## src/rtl/hng_pkg.sv

```systemverilog
// shared types and constants for the hysteresis noise gate
// no dependencies; used by hng_mul and hysteresis_noise_gate_unit
package hng_pkg;

	// threshold register and gain readout widths
	localparam int THR_W      = 21;
	localparam int GAIN_OUT_W = 21;
	localparam logic [THR_W-1:0] THR_RESET = 21'd46714;

	// shared multiplier geometry: a is taken in two 32-bit chunks
	localparam int MUL_A_W     = 64;
	localparam int MUL_B_W     = 32;
	localparam int MUL_CHUNK   = 32;
	localparam int MUL_P_W     = 64;
	localparam int MUL_ACC_W   = 96;
	localparam int COEF_SHIFT  = 32;

	// rate coefficients, unsigned Q0.32 rounded to nearest
	localparam logic [MUL_B_W-1:0] K_ATTACK  = 32'd343597384;
	localparam logic [MUL_B_W-1:0] K_RELEASE = 32'd1073742;
	localparam logic [MUL_B_W-1:0] K_RISE    = 32'd10737418;
	localparam logic [MUL_B_W-1:0] K_FALL    = 32'd2147484;
	localparam logic [MUL_B_W-1:0] K_HYST    = 32'd1932735283;

	// which rounding shift the multiplier applies
	typedef enum logic {
		SHIFT_COEF,
		SHIFT_OUT
	} mul_shift_t;

	// multiply request from the sequencer
	typedef struct packed {
		logic                 start;
		mul_shift_t           shift_sel;
		logic [MUL_A_W-1:0]   a;
		logic [MUL_B_W-1:0]   b;
	} mul_req_t;

	// multiply response back to the sequencer
	typedef struct packed {
		logic                 done;
		logic [MUL_A_W-1:0]   result;
	} mul_rsp_t;

endpackage

```

## src/rtl/hysteresis_noise_gate_unit.sv

```systemverilog
// top level of the hysteresis noise gate, one audio sample per request
// depends on hng_pkg and hng_mul
//
// Noise gate for one channel of Q3.(SAMPLE_BITS-4) audio. A peak envelope
// follower tracks the sample magnitude; the gate opens when the envelope rises
// above the threshold register and closes when it falls below 0.45 of it, and
// the gain slews toward unity or zero. The output is the sample times the gain,
// rounded and saturated. Writing zero to the threshold bypasses the gate and
// skips the arithmetic; otherwise four products go one after another through a
// single shared 32x32 multiplier, and a new sample is taken only once the
// previous one has reached the output register. A result that cannot leave
// because the previous one still waits holds the sequencer until the output
// frees. The next request is taken while a result still waits in the output
// register.
module hysteresis_noise_gate_unit #(
	parameter int SAMPLE_BITS         = 24,
	parameter int EXTRA_FRACTION_BITS = 16
) (
	input  logic                             clk,
	input  logic                             arst_n,
	// threshold register
	input  logic                             cfg_wr_en,
	input  logic [hng_pkg::THR_W-1:0]        cfg_wr_data,
	// sample in
	input  logic                             in_valid,
	output logic                             in_ready,
	input  logic signed [SAMPLE_BITS-1:0]    in_sample,
	// result out
	output logic                             out_valid,
	input  logic                             out_ready,
	output logic signed [SAMPLE_BITS-1:0]    out_sample,
	output logic                             gate_open,
	output logic [hng_pkg::GAIN_OUT_W-1:0]   gain_level
);

	localparam int FRAC_BITS = SAMPLE_BITS - 4;
	localparam int STATE_SH  = FRAC_BITS + EXTRA_FRACTION_BITS;
	localparam int ENV_W     = SAMPLE_BITS + EXTRA_FRACTION_BITS;
	localparam int GAIN_W    = STATE_SH + 1;
	localparam int THR_EXT_W = hng_pkg::THR_W + EXTRA_FRACTION_BITS;

	localparam logic [GAIN_W-1:0] UNITY = {1'b1, {STATE_SH{1'b0}}};
	localparam logic [hng_pkg::MUL_A_W-1:0] POS_LIM =
		(hng_pkg::MUL_A_W'(1) << (SAMPLE_BITS - 1)) - hng_pkg::MUL_A_W'(1);
	localparam logic [hng_pkg::MUL_A_W-1:0] NEG_LIM =
		hng_pkg::MUL_A_W'(1) << (SAMPLE_BITS - 1);

	typedef enum logic [2:0] {
		ST_IDLE,
		ST_HYST,
		ST_ENV,
		ST_GATE,
		ST_GAIN,
		ST_OUTM,
		ST_FIN,
		ST_WRITE
	} state_t;

	state_t                        state_q;
	logic                          go_q;
	logic [hng_pkg::THR_W-1:0]     thr_q;
	logic [ENV_W-1:0]              env_q;
	logic [GAIN_W-1:0]             gain_q;
	logic                          open_q;
	logic [THR_EXT_W-1:0]          hyst_q;
	logic                          neg_q;
	logic [SAMPLE_BITS-1:0]        mag_q;
	logic [SAMPLE_BITS-1:0]        om_q;
	logic [SAMPLE_BITS-1:0]        res_q;
	logic                          out_valid_q;
	logic [SAMPLE_BITS-1:0]        out_sample_q;
	logic                          gate_open_q;
	logic [hng_pkg::GAIN_OUT_W-1:0] gain_level_q;

	logic [SAMPLE_BITS-1:0]        raw;
	logic [SAMPLE_BITS-1:0]        mag_d;
	logic [ENV_W-1:0]              mag_ext;
	logic [THR_EXT_W-1:0]          thr_ext;
	logic                          env_up;
	logic [ENV_W-1:0]              env_diff;
	logic [GAIN_W-1:0]             gain_diff;
	logic [hng_pkg::MUL_A_W-1:0]   om_lim;
	logic [hng_pkg::MUL_A_W-1:0]   gain_wide;
	hng_pkg::mul_req_t             mul_req;
	hng_pkg::mul_rsp_t             mul_rsp;

	// magnitude of the incoming sample; the most negative value maps to 2^(n-1)
	assign raw   = in_sample;
	assign mag_d = raw[SAMPLE_BITS-1] ? (~raw + 1'b1) : raw;

	// envelope step direction and size
	assign mag_ext  = {mag_q, {EXTRA_FRACTION_BITS{1'b0}}};
	assign thr_ext  = {thr_q, {EXTRA_FRACTION_BITS{1'b0}}};
	assign env_up   = mag_ext > env_q;
	assign env_diff = env_up ? (mag_ext - env_q) : (env_q - mag_ext);

	// gain step size toward unity or zero
	assign gain_diff = open_q ? (UNITY - gain_q) : gain_q;

	// saturation bound for the output magnitude
	assign om_lim = neg_q ? NEG_LIM : POS_LIM;

	// gain readout in Q1.(SAMPLE_BITS-4)
	assign gain_wide = hng_pkg::MUL_A_W'(gain_q) >> EXTRA_FRACTION_BITS;

	// operand selection for the shared multiplier
	always_comb begin
		mul_req.start     = go_q;
		mul_req.shift_sel = hng_pkg::SHIFT_COEF;
		mul_req.a         = '0;
		mul_req.b         = '0;
		case (state_q)
			ST_HYST: begin
				mul_req.a = hng_pkg::MUL_A_W'(thr_ext);
				mul_req.b = hng_pkg::K_HYST;
			end
			ST_ENV: begin
				mul_req.a = hng_pkg::MUL_A_W'(env_diff);
				mul_req.b = env_up ? hng_pkg::K_ATTACK : hng_pkg::K_RELEASE;
			end
			ST_GAIN: begin
				mul_req.a = hng_pkg::MUL_A_W'(gain_diff);
				mul_req.b = open_q ? hng_pkg::K_RISE : hng_pkg::K_FALL;
			end
			ST_OUTM: begin
				mul_req.shift_sel = hng_pkg::SHIFT_OUT;
				mul_req.a         = hng_pkg::MUL_A_W'(gain_q);
				mul_req.b         = hng_pkg::MUL_B_W'(mag_q);
			end
			default: begin
				mul_req.a = '0;
			end
		endcase
	end

	hng_mul #(
		.OUT_SHIFT (STATE_SH)
	) u_mul (
		.clk    (clk),
		.arst_n (arst_n),
		.req    (mul_req),
		.rsp    (mul_rsp)
	);

	// threshold register
	always_ff @(posedge clk or negedge arst_n) begin
		if (!arst_n) begin
			thr_q <= hng_pkg::THR_RESET;
		end else if (cfg_wr_en) begin
			thr_q <= cfg_wr_data;
		end
	end

	// sequencer, gate state and output register
	always_ff @(posedge clk or negedge arst_n) begin
		if (!arst_n) begin
			state_q      <= ST_IDLE;
			go_q         <= 1'b0;
			env_q        <= '0;
			gain_q       <= '0;
			open_q       <= 1'b0;
			hyst_q       <= '0;
			neg_q        <= 1'b0;
			mag_q        <= '0;
			om_q         <= '0;
			res_q        <= '0;
			out_valid_q  <= 1'b0;
			out_sample_q <= '0;
			gate_open_q  <= 1'b0;
			gain_level_q <= '0;
		end else begin
			go_q <= 1'b0;
			// the write step reloads the output itself
			if (out_valid_q && out_ready && state_q != ST_WRITE) begin
				out_valid_q <= 1'b0;
			end
			case (state_q)
				ST_IDLE: begin
					if (in_valid) begin
						neg_q <= raw[SAMPLE_BITS-1];
						mag_q <= mag_d;
						if (thr_q == '0) begin
							// bypass: gate forced open at unity gain
							open_q  <= 1'b1;
							gain_q  <= UNITY;
							env_q   <= {mag_d, {EXTRA_FRACTION_BITS{1'b0}}};
							res_q   <= raw;
							state_q <= ST_WRITE;
						end else begin
							state_q <= ST_HYST;
							go_q    <= 1'b1;
						end
					end
				end
				ST_HYST: begin
					if (mul_rsp.done) begin
						hyst_q  <= THR_EXT_W'(mul_rsp.result);
						state_q <= ST_ENV;
						go_q    <= 1'b1;
					end
				end
				ST_ENV: begin
					if (mul_rsp.done) begin
						env_q   <= env_up ? (env_q + ENV_W'(mul_rsp.result))
						                  : (env_q - ENV_W'(mul_rsp.result));
						state_q <= ST_GATE;
					end
				end
				ST_GATE: begin
					// hysteresis: close below the lower level, open above the threshold
					if (open_q) begin
						if (env_q < ENV_W'(hyst_q)) begin
							open_q <= 1'b0;
						end
					end else if (env_q > ENV_W'(thr_ext)) begin
						open_q <= 1'b1;
					end
					state_q <= ST_GAIN;
					go_q    <= 1'b1;
				end
				ST_GAIN: begin
					if (mul_rsp.done) begin
						gain_q  <= open_q ? (gain_q + GAIN_W'(mul_rsp.result))
						                  : (gain_q - GAIN_W'(mul_rsp.result));
						state_q <= ST_OUTM;
						go_q    <= 1'b1;
					end
				end
				ST_OUTM: begin
					if (mul_rsp.done) begin
						om_q    <= (mul_rsp.result > om_lim) ? SAMPLE_BITS'(om_lim)
						                                     : SAMPLE_BITS'(mul_rsp.result);
						state_q <= ST_FIN;
					end
				end
				ST_FIN: begin
					res_q   <= neg_q ? (~om_q + 1'b1) : om_q;
					state_q <= ST_WRITE;
				end
				ST_WRITE: begin
					if (!out_valid_q || out_ready) begin
						out_valid_q  <= 1'b1;
						out_sample_q <= res_q;
						gate_open_q  <= open_q;
						gain_level_q <= gain_wide[hng_pkg::GAIN_OUT_W-1:0];
						state_q      <= ST_IDLE;
					end
				end
				default: begin
					state_q <= ST_IDLE;
				end
			endcase
		end
	end

	assign in_ready   = (state_q == ST_IDLE);
	assign out_valid  = out_valid_q;
	assign out_sample = out_sample_q;
	assign gate_open  = gate_open_q;
	assign gain_level = gain_level_q;

`ifndef SYNTH
	// gain slews toward its target and never passes unity
	a_gain_bound: assert property (@(posedge clk) disable iff (!arst_n)
		gain_q <= UNITY)
		else $error("gain above unity");

	// a zero threshold skips the arithmetic and opens the gate
	a_bypass: assert property (@(posedge clk) disable iff (!arst_n)
		(in_valid && in_ready && thr_q == '0) |=> (state_q == ST_WRITE && open_q))
		else $error("bypass request not short-cut");

	// multiplier completions only arrive while the sequencer waits on one
	a_done_in_mul_state: assert property (@(posedge clk) disable iff (!arst_n)
		mul_rsp.done |-> (state_q == ST_HYST || state_q == ST_ENV ||
		                  state_q == ST_GAIN || state_q == ST_OUTM))
		else $error("multiply completion outside a multiply step");

	// a pending result is not overwritten
	a_no_overwrite: assert property (@(posedge clk) disable iff (!arst_n)
		(out_valid_q && !out_ready) |=> $stable(out_sample_q))
		else $error("pending result overwritten");
`endif

endmodule

```

## src/rtl/hng_mul.sv

```systemverilog
// shared multi-cycle multiplier with round-to-nearest right shift
// depends on hng_pkg; one 32x32 multiplier used over two chunks of a
module hng_mul #(
	parameter int OUT_SHIFT = 36
) (
	input  logic              clk,
	input  logic              arst_n,
	input  hng_pkg::mul_req_t req,
	output hng_pkg::mul_rsp_t rsp
);

	localparam logic [1:0] CNT_LAST = 2'd2;
	localparam logic [hng_pkg::MUL_ACC_W-1:0] RND_COEF =
		hng_pkg::MUL_ACC_W'(1) << (hng_pkg::COEF_SHIFT - 1);
	localparam logic [hng_pkg::MUL_ACC_W-1:0] RND_OUT =
		hng_pkg::MUL_ACC_W'(1) << (OUT_SHIFT - 1);

	logic [hng_pkg::MUL_A_W-1:0]   a_q;
	logic [hng_pkg::MUL_B_W-1:0]   b_q;
	hng_pkg::mul_shift_t           shift_sel_q;
	logic                          busy_q;
	logic                          done_q;
	logic [1:0]                    cnt_q;
	logic [hng_pkg::MUL_P_W-1:0]   prod_q;
	logic [hng_pkg::MUL_ACC_W-1:0] acc_q;

	logic [hng_pkg::MUL_CHUNK-1:0] a_chunk;
	logic [hng_pkg::MUL_P_W-1:0]   prod_d;
	logic [hng_pkg::MUL_ACC_W-1:0] add_term;
	logic [hng_pkg::MUL_ACC_W-1:0] acc_shifted;

	// low chunk first, then high chunk
	assign a_chunk = (cnt_q == 2'd0) ? a_q[hng_pkg::MUL_CHUNK-1:0]
	                                 : a_q[hng_pkg::MUL_A_W-1:hng_pkg::MUL_CHUNK];
	assign prod_d  = a_chunk * b_q;

	// high partial product lands one chunk up
	assign add_term = (cnt_q == CNT_LAST)
		? {prod_q, {hng_pkg::MUL_CHUNK{1'b0}}}
		: {{hng_pkg::MUL_CHUNK{1'b0}}, prod_q};

	// final rounding shift
	assign acc_shifted = (shift_sel_q == hng_pkg::SHIFT_OUT) ? (acc_q >> OUT_SHIFT)
	                                                         : (acc_q >> hng_pkg::COEF_SHIFT);

	assign rsp.done   = done_q;
	assign rsp.result = acc_shifted[hng_pkg::MUL_A_W-1:0];

	// sequencing of the two partial products
	always_ff @(posedge clk or negedge arst_n) begin
		if (!arst_n) begin
			busy_q <= 1'b0;
			done_q <= 1'b0;
			cnt_q  <= 2'd0;
		end else begin
			done_q <= 1'b0;
			if (req.start) begin
				busy_q <= 1'b1;
				cnt_q  <= 2'd0;
			end else if (busy_q) begin
				if (cnt_q == CNT_LAST) begin
					busy_q <= 1'b0;
					done_q <= 1'b1;
				end
				cnt_q <= cnt_q + 2'd1;
			end
		end
	end

	// operand latch, product register and accumulator
	always_ff @(posedge clk) begin
		if (req.start) begin
			a_q         <= req.a;
			b_q         <= req.b;
			shift_sel_q <= req.shift_sel;
			acc_q       <= (req.shift_sel == hng_pkg::SHIFT_OUT) ? RND_OUT : RND_COEF;
		end else if (busy_q) begin
			prod_q <= prod_d;
			if (cnt_q != 2'd0) begin
				acc_q <= acc_q + add_term;
			end
		end
	end

`ifndef SYNTH
	// a new request never lands on a multiply in flight
	a_no_overlap: assert property (@(posedge clk) disable iff (!arst_n)
		req.start |-> !busy_q)
		else $error("multiply request while busy");

	// completion follows the last partial product
	a_done_after_last: assert property (@(posedge clk) disable iff (!arst_n)
		(busy_q && cnt_q == CNT_LAST && !req.start) |=> (done_q && !busy_q))
		else $error("multiply did not complete");
`endif

endmodule
```

## config.mk

```make
export PLATFORM = sky130hd
export DESIGN_NAME = hysteresis_noise_gate_unit
export DESIGN_NICKNAME = d
export VERILOG_FILES = /design/src/rtl/hng_pkg.sv /design/src/rtl/hysteresis_noise_gate_unit.sv /design/src/rtl/hng_mul.sv
export SDC_FILE = /design/constraint.sdc
export NUM_CORES = 2
export LEC_CHECK = 0
export BUFFER_PORTS_ARGS = -buffer_cell sky130_fd_sc_hd__buf_2
export CAP_MARGIN = 20
export CORE_AREA = 5 5 377 379
export DETAILED_ROUTE_END_ITERATION = 7
export DIE_AREA = 0 0 382 384
export PLACE_DENSITY = 0.76
export SYNTH_ARGS = -nofsm -noshare
export SYNTH_HDL_FRONTEND = slang
export SYNTH_HIERARCHICAL = 1
export SYNTH_SLANG_ARGS = --single-unit
```

## constraint.sdc

```tcl
create_clock -name clk -period 10.2 [get_ports clk]
set_input_delay 0 -clock clk [delete_from_list [all_inputs] [get_ports clk]]
set_output_delay 0 -clock clk [all_outputs]
set_load 0.01 [all_outputs]
```

==> impl_results.md <==
- Die ar.: 147000 um2
- # port buffers: a little under 100
- Setup Fix Bufs, Post-CTS: 0
- # rows: between 100 and 150
- FF-to-FF setup slack: ~0.46 ns
- Crit path largest cell delay: a little under 0.7 ns
- RSZ-0062 raised after global routing: no
- Syn avg cell area: around 9.0 um2
- Final weighted congestion in routability-driven placement: ~1
- Fmax: 103 MHz
- Syn. warnings: 6
- Slew Limit Headroom: 23.5%
- Synthesized flop and latch total: between 500 and 600
- CP endpoint kind: register
- Die height: roughly 380 um
- Max Cap Violations: 0
- Vias: around 60000
- I/O pins: just under 100
- Clk buf depth: 3
- Status: complete, but fails checks
- Starting Density: between 50 and 60%
- Minimum clock period after layout: ~10 ns
- Die width: between 300 and 400 um
- CTS Sinks: roughly 520
- Worst-margin pin slew: 1.14 ns
- First-pass GRT wire length: ~370 mm
- Req. time, crit path: 10.56 ns
- Placed Cells: slightly below 10000
- Placement Setup Slack: 0.578 ns
- Final HPWL DP: approximately 190 mm
- Tcrit/Tclk final: 95.4%
- Final #Nets: approximately 9600
- Crit path capture: u_mul/prod_q[63]
- Clock buffer count from CTS: just under 60
- Max-slew violation count: 0
- Fin cells: 9931
- GR Util All Layers: between 30 and 40%
- Final Hold Fails: 17
- Core Region: 139000 um2
- Post-Syn Area: about 73000 um2
- Layout cells sized above 1: between 7 and 8%
- Synth unique cells: 110
- Failing checks: negative hold slack
- Worst-path clk slew: 0.06 ns
- Number of nets with antenna violations after routing: 0
- Synth Instances: 8124
- Worst R2R Path Depth: 30
- Layout overhead on the synthesized area: 6.86%
- Sequential area share after synthesis: between 15 and 20%
- Reg-to-Reg End: u_mul/prod_q[63]
- Largest net degree at the start of global routing: 141
- Worst Slack Setup Final: around 0.46 ns
- Core Util, Final: about 56%
- Worst-Skew Late Latency: around 0.7 ns
- DRT Wirelength: 237 mm
- CTS tree: done
- Filler cell count: between 10000 and 15000
- Ys flop type: edfxtp_1
- Vias in the first global route: between 60000 and 70000
- Hold Worst Slack: -0.0143 ns
- TNS Setup: 0 ns
- Via density: ~6
- Routed wire per std cell: around 24 um
- Worst Skew: 0.0654 ns
- DRC errors left: 0
- Crit. Startpoint: u_mul/cnt_q[0]
- CP most frequent cell: fa_1
- Count of hold-fix buffers inserted at cts: 89
- Root buffer cell: clkbuf_16
- Critical-path top delay cell: o31ai_1
- Initial antenna violation count: 17
- Post-cts gate resize count: 0
- EDFF count, synth: about 260
- Critical setup path kind: reg2reg
- Reg2reg start: u_mul/cnt_q[0]
- Drt first pass iters: 8
- Htree depth: 2
- Startpoint types: register
- Async SR Flop Fraction: 50.7%
- Final setup viols: 0
- Grt ovf: 0
- Critical Path AT: just over 10 ns
- Initial DRC Count: 5545
- Max FO, Critical Path: 32
- Type of the worst min-delay path: in2async
==> synth_stat cells, types with 16 or more instances <==
cell type | n | area (um2)
o21a_1 | 30 | 225
nor4_1 | 33 | 206
or3_1 | 38 | 238
and3_1 | 33 | 206
dfrtp_1 | 254 | 6360
a21o_1 | 162 | 1220
inv_1 | 1133 | 4250
nand4_1 | 82 | 513
o31ai_1 | 62 | 465
a21oi_1 | 436 | 2180
a31oi_1 | 33 | 206
nand2_1 | 885 | 3320
a211oi_1 | 40 | 300
or2_2 | 16 | 100
nand2b_1 | 41 | 257
and2_1 | 650 | 4070
xnor2_1 | 196 | 1720
nor3_1 | 80 | 400
nor2_1 | 425 | 1600
a22oi_1 | 22 | 165
buf_2 | 16 | 80.1
edfxtp_1 | 257 | 7720
clkbuf_1 | 396 | 1490
nor2b_1 | 94 | 588
o21bai_1 | 68 | 510
xor2_1 | 179 | 1570
mux2_2 | 184 | 2070
o211ai_1 | 20 | 150
o21ai_1 | 19 | 95.1
nand3_1 | 56 | 280
o21ai_0 | 378 | 1890
o22ai_1 | 44 | 275
ha_1 | 568 | 7110
fa_1 | 900 | 18000
==> state kept, by name (all words and copies together), names as in the netlist, 2 cells and up <==
register,flops
om_q,24
u_mul/b_q,32
gain_q,37
u_mul/prod_q,64
mag_q,24
u_mul/a_q,64
gain_level,21
hyst_q,37
out_sample,24
state_q,3
u_mul/acc_q,96
thr_q,21
res_q,24
u_mul/cnt_q,2
env_q,40
==> worst max-delay path: cells and delay by family (launching register included) <==
family	cells	cell delay, ns
mux	1	0.67
buf+inv	8	0.87
compound gates	8	2.09
flops	1	0.39
simple gates	2	0.40
xor+xnor	1	0.14
fa+ha+maj	10	4.85
==> metal layers <==
layer	wire (um)	global-route usage (%)	up-vias	part of all wire, %
met5	7	0	-	0.0029
met4	15500	16.9	2	6.5
met3	20800	6.32	667	8.8
met2	108000	51.9	2929	46
met1	93000	41.9	29752	39
li1	-	-	26475	-
==> per-stage QoR <==
| step | hold WS [ns] | instance area [um2] |
|---|---|---|
| 2_1_floorplan | -0.296 | 72900 |
| 3_3_place_gp | 0.195 | 74800 |
| 3_5_place_dp | 0.202 | 74800 |
| 4_1_cts | 0.0579 | 77600 |
| 5_1_grt | 0.110 | 77800 |
| 6_report | -0.0143 | 77800 |
==> worst min-delay path by stage <==
stage	slack, ns	end	from	depth (start not counted)
finish	-0.01	gain_level[11]	arst_n	2
global route	0.11	gain_level[11]	arst_n	2
CTS	0.06	gain_level[11]	arst_n	2
detailed placement	0.20	gain_level[11]	arst_n	1
floorplan	-0.30	env_q[0]	arst_n	0
global placement	0.19	gain_level[14]	arst_n	1
==> cell type report <==
| cell class | instances | area (um2) | area share, % |
|---|---|---|---|
| multi-input cells | 6060 | 52700 | 67.7 |
| flip-flops and latches | 521 | 14300 | 18.4 |
| inverters | 1133 | 4250 | 5.47 |
| repair buffers | 292 | 2310 | 2.97 |
| well taps | 1807 | 2260 | 2.91 |
| clock buffers | 76 | 1620 | 2.08 |
| clock inverters | 35 | 310 | 0.399 |
| diodes | 7 | 17.5 | 0.0225 |
==> cell families after synthesis <==
| group | Yosys count | share of synthesized area [%] |
|---|---|---|
| adder cells (fa/ha/maj) | 1468 | 34.5 |
| AND/OR/NAND/NOR | 2505 | 17.0 |
| AO/OA/AOI/OAI | 1484 | 13.0 |
| multiplexers | 202 | 3.11 |
| other | 1 | 0.00515 |
| flip-flops | 521 | 19.7 |
| buffers and inverters | 1568 | 8.17 |
| XOR/XNOR | 375 | 4.51 |
==> placed cells by master, fill, tap and decap left out, types with 19 or more instances in the layout <==
cell / netlist / final
a211oi_1: 40 / 40
a21o_1: 162 / 161
a21oi_1: 436 / 436
a22oi_1: 22 / 22
a31oi_1: 33 / 32
and2_1: 650 / 650
and3_1: 33 / 32
buf_2: 16 / 96
buf_4: 5 / 96
clkbuf_16: 0 / 60
conb_1: 1 / 26
dfrtp_1: 254 / 251
dlygate4sd3_1: 0 / 89
edfxtp_1: 257 / 257
fa_1: 900 / 900
ha_1: 568 / 567
inv_1: 1133 / 1133
mux2_2: 184 / 184
nand2_1: 885 / 885
nand2b_1: 41 / 41
nand3_1: 56 / 56
nand4_1: 82 / 82
nor2_1: 425 / 422
nor2b_1: 94 / 93
nor3_1: 80 / 79
nor4_1: 33 / 33
o211ai_1: 20 / 20
o21a_1: 30 / 30
o21ai_0: 378 / 378
o21ai_1: 19 / 19
o21bai_1: 68 / 68
o22ai_1: 44 / 43
o31ai_1: 62 / 61
or3_1: 38 / 38
xnor2_1: 196 / 196
xor2_1: 179 / 179
Power is not shown: default switching activity piles up to over one toggle a cycle in this logic, so the estimate is an artifact.
